## config.mk

```make
export PLATFORM = sky130hd
export DESIGN_NAME = lzwd_front
export DESIGN_NICKNAME = d
export VERILOG_FILES = /design/src/sv/lzwd_pkg.sv /design/src/sv/lzwd_front.sv
export SDC_FILE = /design/constraint.sdc
export NUM_CORES = 1
export LEC_CHECK = 0
export ABC_AREA = 1
export BUFFER_PORTS_ARGS = -buffer_cell sky130_fd_sc_hd__clkbuf_2
export CAP_MARGIN = 20
export CELL_PAD_IN_SITES_DETAIL_PLACEMENT = 1
export CELL_PAD_IN_SITES_GLOBAL_PLACEMENT = 2
export CORE_MARGIN = 2
export CORE_UTILIZATION = 25
export CTS_CLUSTER_SIZE = 10
export DETAILED_ROUTE_END_ITERATION = 10
export PLACE_DENSITY = 0.77
export SETUP_SLACK_MARGIN = 0.15
export SLEW_MARGIN = 20
export SYNTH_ARGS = -nofsm -noshare
export SYNTH_HDL_FRONTEND = slang
export SYNTH_SLANG_ARGS = --single-unit
```

## constraint.sdc

```tcl
create_clock -name aclk -period 2.7 [get_ports aclk]
set_input_delay 0.135 -clock aclk [delete_from_list [all_inputs] [get_ports aclk]]
set_output_delay 0.135 -clock aclk [all_outputs]
set_load 0.02 [all_outputs]
```

## src/sv/lzwd_pkg.sv

```systemverilog
// ----------------------------------------------------------------------------
// lzwd_pkg
// Shared constants and types for the LZW decoder with DNA base unpacking.
// ----------------------------------------------------------------------------
package lzwd_pkg;

    // Field widths fixed by the item format.
    localparam int CODE_W = 12;
    localparam int BYTE_W = 8;
    localparam int BASE_W = 2;

    // Dictionary and string limits.
    localparam int DICT_DEPTH = 4096;
    localparam int MAX_STRING = 32;
    localparam int LITERALS   = 256;

    localparam int ADDR_W = $clog2(DICT_DEPTH);
    localparam int NFC_W  = $clog2(DICT_DEPTH + 1);
    localparam int SP_W   = $clog2(MAX_STRING + 1);
    localparam int SIDX_W = $clog2(MAX_STRING);

    // Depth of the queue between the front and the back part.
    localparam int QUEUE_DEPTH = 4;
    localparam int QPTR_W      = $clog2(QUEUE_DEPTH);
    localparam int QCNT_W      = $clog2(QUEUE_DEPTH + 1);

    // Masks and shifts that split a byte into four bases, high pair first.
    localparam logic [BYTE_W-1:0] BASE0_MASK = 8'b11000000;
    localparam logic [BYTE_W-1:0] BASE1_MASK = 8'b00110000;
    localparam logic [BYTE_W-1:0] BASE2_MASK = 8'b00001100;
    localparam logic [BYTE_W-1:0] BASE3_MASK = 8'b00000011;
    localparam int BASE0_SHIFT = 6;
    localparam int BASE1_SHIFT = 4;
    localparam int BASE2_SHIFT = 2;
    localparam int BASE3_SHIFT = 0;

    // One classified input item as it travels from the front to the back.
    typedef struct packed {
        logic [CODE_W-1:0] code;
        logic              start;
        logic              literal;
        logic              out_of_range;
    } lzwd_item_t;

endpackage

```

## src/sv/lzwd_front.sv

```systemverilog
// ----------------------------------------------------------------------------
// lzwd_front
// Input stage: accepts items, classifies the code and holds the result
// until the queue takes it.
// ----------------------------------------------------------------------------
module lzwd_front (
    input  logic                       aclk,
    input  logic                       aresetn,
    input  logic                       s_valid,
    output logic                       s_ready,
    input  logic [lzwd_pkg::CODE_W-1:0] s_code,
    input  logic                       s_stream_start,
    output lzwd_pkg::lzwd_item_t       item,
    output logic                       item_valid,
    input  logic                       item_ready
);
    import lzwd_pkg::*;

    lzwd_item_t item_reg, item_next;
    logic       valid_reg, valid_next;
    logic       take;

    // The stage takes a new item whenever its held item leaves or it is empty.
    assign s_ready = !valid_reg || item_ready;
    assign take    = s_valid && s_ready;

    // Classification that does not depend on the dictionary state.
    always_comb begin
        item_next.code         = s_code;
        item_next.start        = s_stream_start;
        item_next.literal      = s_code < CODE_W'(LITERALS);
        item_next.out_of_range = 32'(s_code) >= DICT_DEPTH;
    end

    always_comb begin
        valid_next = valid_reg;
        if (take) begin
            valid_next = 1'b1;
        end else if (item_ready) begin
            valid_next = 1'b0;
        end
    end

    always_ff @(posedge aclk) begin
        if (!aresetn) begin
            valid_reg <= 1'b0;
        end else begin
            valid_reg <= valid_next;
        end
    end

    always_ff @(posedge aclk) begin
        if (take) begin
            item_reg <= item_next;
        end
    end

    assign item       = item_reg;
    assign item_valid = valid_reg;

endmodule

```

==> summary.md <==
| Metric | Value |
|---|---|
| Final cell utilization of the core | between 30 and 40% |
| Cell count after synthesis | 26 |
| Count of placed standard cells including taps | 85 |
| Floorplan core area | 0.001922 mm2 |
| 1st-pass router iterations | 3 |
| Number of buffers inserted during clock tree synthesis | 3 |
| Arrival time at the worst endpoint | 1.00 ns |
| Max VDD drop | about 280 uV |
| Clock transition at the register clock pins on the worst setup and hold paths after CTS | approximately 0.090 ns |
| Number of buffers added on ports | 32 |
| Placed inst area | 690.7 um2 |
| Starting utilization of the core area | between 20% and 30% |
| Largest net degree at the start of global routing | 15 |
| Clock latency on the worst-skew pair | between 0.2 and 0.3 ns |
| Mean cell area of the mapped netlist | 19.10 um2 |
| Post_cts resized | 0 |
| Cell accounting for the most synthesized area | sky130_fd_sc_hd__edfxtp_1 |
| Run status | complete, no violations |
| Setup violators final | 0 |
| Post-route insts no fill | 89 |
| HPWL after detailed placement | approximately 900 um |
| Syn. warnings | 0 |
| Diodes inserted | 0 |
| Worst EP required | about 2.7 ns |
| Flop2flop setup slack | ~1.7 ns |
| Nets@finish | 80 |
| Height of the die | between 40 and 50 um |
| Area of the mapped netlist | between 400 and 500 um2 |
| Worst hold-check slack | about 0.033 ns |
| Initial antenna violation count | 0 |
| Number of flip-flops in the largest register | 14 |
| Crit path launch type | register |
| Leak pwr | around 0.00033 uW |
| Fillers | 234 |
| Worst hold path type | primary input to register |
| Minimum clock period after layout | slightly above 1 ns |
| Clock tree root buffer cell | sky130_fd_sc_hd__clkbuf_4 |
| Floorplan die width | approximately 49 um |
| Fraction of synthesized cell area taken by the top area cell type | 84.63% |
| Power per unit of standard cell area | ~630 mW/mm2 |
| Average vias per placed instance | between 3 and 4 |
| Post-route cell area | 718.2 um2 |
| Global-route wire length before repair | roughly 1700 um |
| Grt ovf | 0 |
| CTS Hold Bufs | 0 |
| Crit-path max FO | 14 |
| Summed negative setup slack over all endpoints | 0 ns |
| Post-CTS Setup Inserts | 0 |
| Via count of the first global-routing pass | approximately 350 |
| Proportion of layout cells with a drive suffix above 1 | roughly 65% |
| RD Place Congestion | ~0.63 |
| H-tree level count | 1 |
| DIE AREA | 0.002360 mm2 |
| Initial DRC count | 1 |
| Clock tree from TritonCTS | done |
| Maxcap violations | 0 |
| Unrepaired setup endpoints after global routing | false |
| Aggregate global-route resource usage | 10.15% |
| Area growth from synthesis to layout | 44.58% |
| Post-detailed-route count of antenna-violating nets | 0 |
| Fin Clk Skew | roughly 0.0028 ns |
| Critical path class | register to register |
| Ports | 34 |
| Clock tree buffer depth | 2 |
| Synth unique cells | 11 |
| Number of cell rows | 16 |
| DRC Markers | 0 |
| Final period utilization | between 30% and 40% |
| Top cells by area in the synthesized netlist | sky130_fd_sc_hd__edfxtp_1 (85%), sky130_fd_sc_hd__dfxtp_1 (4.0%), sky130_fd_sc_hd__a21oi_2 (1.8%) |
| Share of synthesized area occupied by flip-flops and latches | between 80% and 90% |
| Max Freq | roughly 1000 MHz |
| Number of failing hold endpoints at the final stage | 0 |
| Count of clock tree sinks | 15 |
| Critical path endpoint category | register |
| Total Routed Length | between 1000 and 1500 um |
| Fin. max-slew vios | 0 |
| Total via count in the routed design | approximately 330 |
| #FFs+latches synth | 15 |
| Syn_nets | 43 |
| Final routed wire length divided by cell count | ~12 um |
[cells in the final DEF, fill, tap and decap left out]
cell	instances
sky130_fd_sc_hd__clkbuf_4	3
sky130_fd_sc_hd__and2_1	1
sky130_fd_sc_hd__buf_4	1
sky130_fd_sc_hd__nor2_1	2
sky130_fd_sc_hd__a21oi_1	1
sky130_fd_sc_hd__inv_1	2
sky130_fd_sc_hd__a21oi_2	1
sky130_fd_sc_hd__clkinv_2	1
sky130_fd_sc_hd__clkbuf_2	32
sky130_fd_sc_hd__edfxtp_1	14
sky130_fd_sc_hd__conb_1	1
sky130_fd_sc_hd__dfxtp_1	1
sky130_fd_sc_hd__inv_2	1
sky130_fd_sc_hd__nand2_2	1
[Yosys cell counts]
cell / count
sky130_fd_sc_hd__a21oi_1: 1
sky130_fd_sc_hd__a21oi_2: 1
sky130_fd_sc_hd__and2_1: 1
sky130_fd_sc_hd__buf_4: 1
sky130_fd_sc_hd__conb_1: 1
sky130_fd_sc_hd__dfxtp_1: 1
sky130_fd_sc_hd__edfxtp_1: 14
sky130_fd_sc_hd__inv_1: 2
sky130_fd_sc_hd__inv_2: 1
sky130_fd_sc_hd__nand2_2: 1
sky130_fd_sc_hd__nor2_1: 2
[layer usage]
metal,track usage (%),wire [um]
met1,10.40,433
met2,17.59,541
met3,4.012,104
met4,5.714,0
met5,0,0
[cells by family after synthesis]
group,synth area share (%)
flops,88.66
simple gates,4.032
buf+inv,3.779
compound gates,2.770
other cells,0.7549
[path summary, 6_finish.rpt]
| kind | start | end | cells after the start |
|---|---|---|---|
| max reg2reg | item_valid | item[5] | 2 |
| min reg2reg | item_valid | item_valid | 2 |
| min | s_code[7] | item[10] | 1 |
| max | item_valid | item[5] | 2 |
[stage by stage]
step                      power (uW)  worst slack [ns]
after floorplan                307.7             1.150
after global placement         334.3             1.731
after detailed placement       335.9             1.672
after CTS                      458.9             1.664
after global routing           476.8             1.626
final                          450.9             1.676
[area by class of cell]
class / count / area [um2] / share of cell area (%)
Timing Repair Buffer: 33 / 167.7 / 23.34
Sequential cell: 15 / 440.4 / 61.32
Clock inverter: 1 / 5.005 / 0.6969
Clock buffer: 3 / 22.52 / 3.136
Multi-Input combinational cell: 7 / 37.54 / 5.226
Inverter: 3 / 11.26 / 1.568
Tap cell: 27 / 33.78 / 4.704
[critical path, stage by stage, from the launching register on]
cell,delay (ns)
sky130_fd_sc_hd__dfxtp_1,0.34
sky130_fd_sc_hd__a21oi_1,0.15
sky130_fd_sc_hd__buf_4,0.24
[where the power goes]
group	internal [uW]	switching (uW)	leakage (uW)	total (uW)
Clock	54.8	66.9	0.0000177	122
Sequential	270	4.29	0.000144	274
Combinational	19.9	35.3	0.000168	55.2
Note: power is estimated with default switching activity, not from simulation.
