`config.mk`:
```
export PLATFORM = sky130hd
export DESIGN_NAME = lzwd_queue
export DESIGN_NICKNAME = d
export VERILOG_FILES = /design/src/sv/lzwd_pkg.sv /design/src/sv/lzwd_queue.sv
export SDC_FILE = /design/constraint.sdc
export NUM_CORES = 1
export LEC_CHECK = 0
export BUFFER_PORTS_ARGS = -buffer_cell sky130_fd_sc_hd__buf_2
export CAP_MARGIN = 15
export CELL_PAD_IN_SITES_DETAIL_PLACEMENT = 0
export CELL_PAD_IN_SITES_GLOBAL_PLACEMENT = 1
export CORE_MARGIN = 2
export CORE_UTILIZATION = 52
export CTS_CLUSTER_DIAMETER = 30
export DETAILED_ROUTE_END_ITERATION = 10
export HOLD_SLACK_MARGIN = 0.06
export PLACE_DENSITY_LB_ADDON = 0.2
export REMOVE_ABC_BUFFERS = 1
export SYNTH_ARGS = -nofsm -noshare
export SYNTH_HDL_FRONTEND = slang
export SYNTH_SLANG_ARGS = --single-unit
```
`constraint.sdc`:
```
create_clock -name aclk -period 3.17 [get_ports aclk]
set_input_delay 0.7925 -clock aclk [delete_from_list [all_inputs] [get_ports aclk]]
set_output_delay 0.7925 -clock aclk [all_outputs]
set_load 0.01 [all_outputs]
```
`src/sv/lzwd_pkg.sv`:
```
// ----------------------------------------------------------------------------
// lzwd_pkg
// Shared constants and types for the LZW decoder with DNA base unpacking.
// ----------------------------------------------------------------------------
package lzwd_pkg;

    // Field widths fixed by the item format.
    localparam int CODE_W = 12;
    localparam int BYTE_W = 8;
    localparam int BASE_W = 2;

    // Dictionary and string limits.
    localparam int DICT_DEPTH = 4096;
    localparam int MAX_STRING = 32;
    localparam int LITERALS   = 256;

    localparam int ADDR_W = $clog2(DICT_DEPTH);
    localparam int NFC_W  = $clog2(DICT_DEPTH + 1);
    localparam int SP_W   = $clog2(MAX_STRING + 1);
    localparam int SIDX_W = $clog2(MAX_STRING);

    // Depth of the queue between the front and the back part.
    localparam int QUEUE_DEPTH = 4;
    localparam int QPTR_W      = $clog2(QUEUE_DEPTH);
    localparam int QCNT_W      = $clog2(QUEUE_DEPTH + 1);

    // Masks and shifts that split a byte into four bases, high pair first.
    localparam logic [BYTE_W-1:0] BASE0_MASK = 8'b11000000;
    localparam logic [BYTE_W-1:0] BASE1_MASK = 8'b00110000;
    localparam logic [BYTE_W-1:0] BASE2_MASK = 8'b00001100;
    localparam logic [BYTE_W-1:0] BASE3_MASK = 8'b00000011;
    localparam int BASE0_SHIFT = 6;
    localparam int BASE1_SHIFT = 4;
    localparam int BASE2_SHIFT = 2;
    localparam int BASE3_SHIFT = 0;

    // One classified input item as it travels from the front to the back.
    typedef struct packed {
        logic [CODE_W-1:0] code;
        logic              start;
        logic              literal;
        logic              out_of_range;
    } lzwd_item_t;

endpackage

```
`src/sv/lzwd_queue.sv`:
```
// ----------------------------------------------------------------------------
// lzwd_queue
// Short first-in first-out queue of classified items between the front and
// the back part.
// ----------------------------------------------------------------------------
module lzwd_queue (
    input  logic                 aclk,
    input  logic                 aresetn,
    input  lzwd_pkg::lzwd_item_t in_item,
    input  logic                 in_valid,
    output logic                 in_ready,
    output lzwd_pkg::lzwd_item_t out_item,
    output logic                 out_valid,
    input  logic                 out_ready
);
    import lzwd_pkg::*;

    lzwd_item_t        entry_reg [QUEUE_DEPTH];
    logic [QPTR_W-1:0] wr_ptr_reg, wr_ptr_next;
    logic [QPTR_W-1:0] rd_ptr_reg, rd_ptr_next;
    logic [QCNT_W-1:0] count_reg, count_next;
    logic              push;
    logic              pop;

    assign in_ready  = count_reg != QCNT_W'(QUEUE_DEPTH);
    assign out_valid = count_reg != '0;
    assign push      = in_valid && in_ready;
    assign pop       = out_valid && out_ready;
    assign out_item  = entry_reg[rd_ptr_reg];

    // Pointer wrap and occupancy update.
    always_comb begin
        wr_ptr_next = wr_ptr_reg;
        rd_ptr_next = rd_ptr_reg;
        count_next  = count_reg;
        if (push) begin
            wr_ptr_next = (wr_ptr_reg == QPTR_W'(QUEUE_DEPTH - 1)) ? '0
                                                                   : wr_ptr_reg + 1'b1;
        end
        if (pop) begin
            rd_ptr_next = (rd_ptr_reg == QPTR_W'(QUEUE_DEPTH - 1)) ? '0
                                                                   : rd_ptr_reg + 1'b1;
        end
        if (push && !pop) begin
            count_next = count_reg + 1'b1;
        end else if (pop && !push) begin
            count_next = count_reg - 1'b1;
        end
    end

    always_ff @(posedge aclk) begin
        if (!aresetn) begin
            wr_ptr_reg <= '0;
            rd_ptr_reg <= '0;
            count_reg  <= '0;
        end else begin
            wr_ptr_reg <= wr_ptr_next;
            rd_ptr_reg <= rd_ptr_next;
            count_reg  <= count_next;
        end
    end

    always_ff @(posedge aclk) begin
        if (push) begin
            entry_reg[wr_ptr_reg] <= in_item;
        end
    end

endmodule

```
==> flow_summary.toml <==
[critical_path]
r2r_setup_slack_ns = 0.78
crit_buf_inv = 2
timing.rr.end = "count_reg[2]$_SDFFE_PN0P_"
path_delay_family = "multiplexers"
path_cells = "buf_4, mux4_2, buf_2"
cp-endpoint = "out_item[10]"
slowest_stage = "mux4_2"
setup.worst_path.class = "flop to output pin"
crit-reg2reg-launch = "count_reg[0]$_SDFFE_PN0P_"
critical-path-max-stage-delay_ns = 0.54
cp_max_fo = 11
start_kind = "flop"
path_depth = 3
reg2reg_depth = 7
critPathCaptureType = "output pin"
worstPathRequired_ns = 2.38
cp_data_arrival_time_ns = 1.84

[clock_tree]
insertion_delay_ns = 0.33
cts.repair.resized = 0
cts_sinks = 69
htreeDepth = 3
ctsHoldBuffers = 0
cts_max_path_buffers = 2
numCtsBuffers = 9
cts_setup_buffers = 0
cts_root_buf = "clkbuf_8"
clkTransAtPathRegs_ns = 0.07
cts_tree = "built"

[pwr]
p_per_area_nw_per_um2 = 787.6
p_leak_nw = 1.088
peakVddDrop_mv = 0.4534

[layout]
final_common_cell = "edfxtp_1"
mostFrequentLayoutCells = "60 x edfxtp_1, 35 x buf_2, 15 x mux4_2"
largest_reg_flops = 60
design_area_um2 = 3073
area_delta_synth_final_pct = 16.07
n_fill_cell = 362
n_antenna_cell = 0
nets = 197
drive_above_1_share_pct = 42.05

[drt]
drtPass1Iterations = 4
postRouteAntennaNets = 0
drtIter0Drc = 54
wl_per_cell_um = 17.07
routed_wl_um = 4147
vias = 1278
via_per_inst = 5.259
drc = 0

[sta]
finalSetupViolCount = 0
slew_viol_final = 0
hold_violations = 0
finalSetupTns_ns = 0
rsz0062_at_grt = "no"
timing.fmax_mhz = 379.4
holdWs_ns = 0.5221
post-route-period-util_pct = 83.16
tightest_slew_ns = 0.7515
fin_skew_ns = 0.006041
period_needed_ns = 2.636
relSlewSlack_pct = 49.83

[grt]
antenna_found_initial = 0
grtUsageTotal_pct = 16.94
grt_pass1_wl_um = 6465
grt_max_degree = 16
first_global_vias = 1311
grt_overflow = 0

[synth]
synth.area.top_cells = "edfxtp_1 68%, mux4_2 13%, dfxtp_1 6.8%"
ys_seq_elements = 69
synth_top_area_share_pct = 68.05
yosysWarnings = 0
yosysUniqueCellTypes = 27
syn_area_per_cell_um2 = 20.52
synth_area_um2 = 2648
synthCells = 129
yosysTopAreaCell = "edfxtp_1"
ys_seq_area_share_pct = 74.86

[hold_path]
hold_path.class = "flop to flop"

[die]
io_pins = 36
core_area_um2 = 4817
start_util_pct = 54.96
die_h_um = 75.36
die_width_um = 75.36
die_area_um2 = 5678
fp-row-count = 25

[place]
port_buffers = 35
place_congestion = 0.6380
dp_hpwl_um = 2721
post_dp_cell_area_um2 = 2883

[job]
maxCapViolations = 0

[run_status]
outcome = "complete, no violations"
[synth_stat cells (all sizes together)]
library cell / count
nand4: 1
and3: 4
nand3: 2
ha: 6
clkbuf: 2
nand2: 5
dfxtp: 9
nor2b: 1
or3b: 1
xor2: 1
o21ai: 4
o31ai: 1
mux2i: 2
fa: 1
and2: 2
edfxtp: 60
buf: 3
xnor2: 1
or3: 2
a21boi: 1
mux4: 15
inv: 3
nor2: 2
[where the power goes]
part / switching (mW) / internal, mW
clock: 0.309 / 0.358
sequential: 0.0725 / 1.11
combinational: 0.278 / 0.292
[per-stage QoR]
stage          utilization [%]  setup WS (ns)  cells  power [mW]
3_3_place_gp             59.84         0.7047    227       1.757
4_1_cts                  63.79         0.4640    243       2.459
5_1_grt                  63.79         0.4032    243       2.556
2_1_floorplan                -         0.8565    124       1.579
3_5_place_dp             59.84         0.5653    227       1.786
6_report                 63.79         0.5340    243       2.420
[metal layers]
metal / part of all wire [%] / vias up / wire [µm] / GRT usage, %
li1: - / 601 / - / -
met1: 41 / 635 / 1701 / 19.78
met2: 52 / 33 / 2163 / 27.83
met3: 4.9 / 9 / 205 / 5.952
met4: 1.9 / 0 / 77 / 8.772
met5: 0 / - / 0 / 0
[area by class of cell]
cell class	instances	area (µm²)	share of cell area [%]
Clock buffer	9	123.9	4.031
Clock inverter	7	66.31	2.158
Tap cell	67	83.83	2.728
Timing Repair Buffer	36	182.7	5.945
Multi-Input combinational cell	52	623.1	20.28
Inverter	3	11.26	0.3664
Sequential cell	69	1982	64.50
[cell families (layout without fill, tap and decap cells)]
group                    count (synthesis)  count (layout)  share of synthesized area (%)
AO/OA/AOI/OAI                            6               6                          1.323
XOR/XNOR                                 2               2                         0.6617
adder cells (fa/ha/maj)                  7               7                          3.592
buffers and inverters                    8              55                          1.607
flip-flops                              69              69                          74.86
multiplexers                            17              17                          13.52
AND/OR/NAND/NOR                         20              20                          4.443
[worst min-delay path by stage]
stage / from / to / slack [ns] / cells past startpoint
floorplan: wr_ptr_reg[1]$_SDFFE_PN0P_ / wr_ptr_reg[1]$_SDFFE_PN0P_ / 0.47 / 2
global placement: count_reg[2]$_SDFFE_PN0P_ / count_reg[2]$_SDFFE_PN0P_ / 0.49 / 2
detailed placement: wr_ptr_reg[0]$_SDFFE_PN0P_ / wr_ptr_reg[0]$_SDFFE_PN0P_ / 0.51 / 2
CTS: wr_ptr_reg[0]$_SDFFE_PN0P_ / wr_ptr_reg[0]$_SDFFE_PN0P_ / 0.52 / 2
global route: wr_ptr_reg[0]$_SDFFE_PN0P_ / wr_ptr_reg[0]$_SDFFE_PN0P_ / 0.56 / 2
finish: wr_ptr_reg[1]$_SDFFE_PN0P_ / wr_ptr_reg[1]$_SDFFE_PN0P_ / 0.52 / 2
[worst reg2reg max path: stages, from the launching register on]
cell and delay (ns):
dfxtp_1 0.36, o31ai_1 0.50, ha_1 0.29, inv_1 0.06, fa_1 0.37, xor2_1 0.16, or3_2 0.40, a21boi_1 0.18
Note: power is estimated with default switching activity, not from simulation.
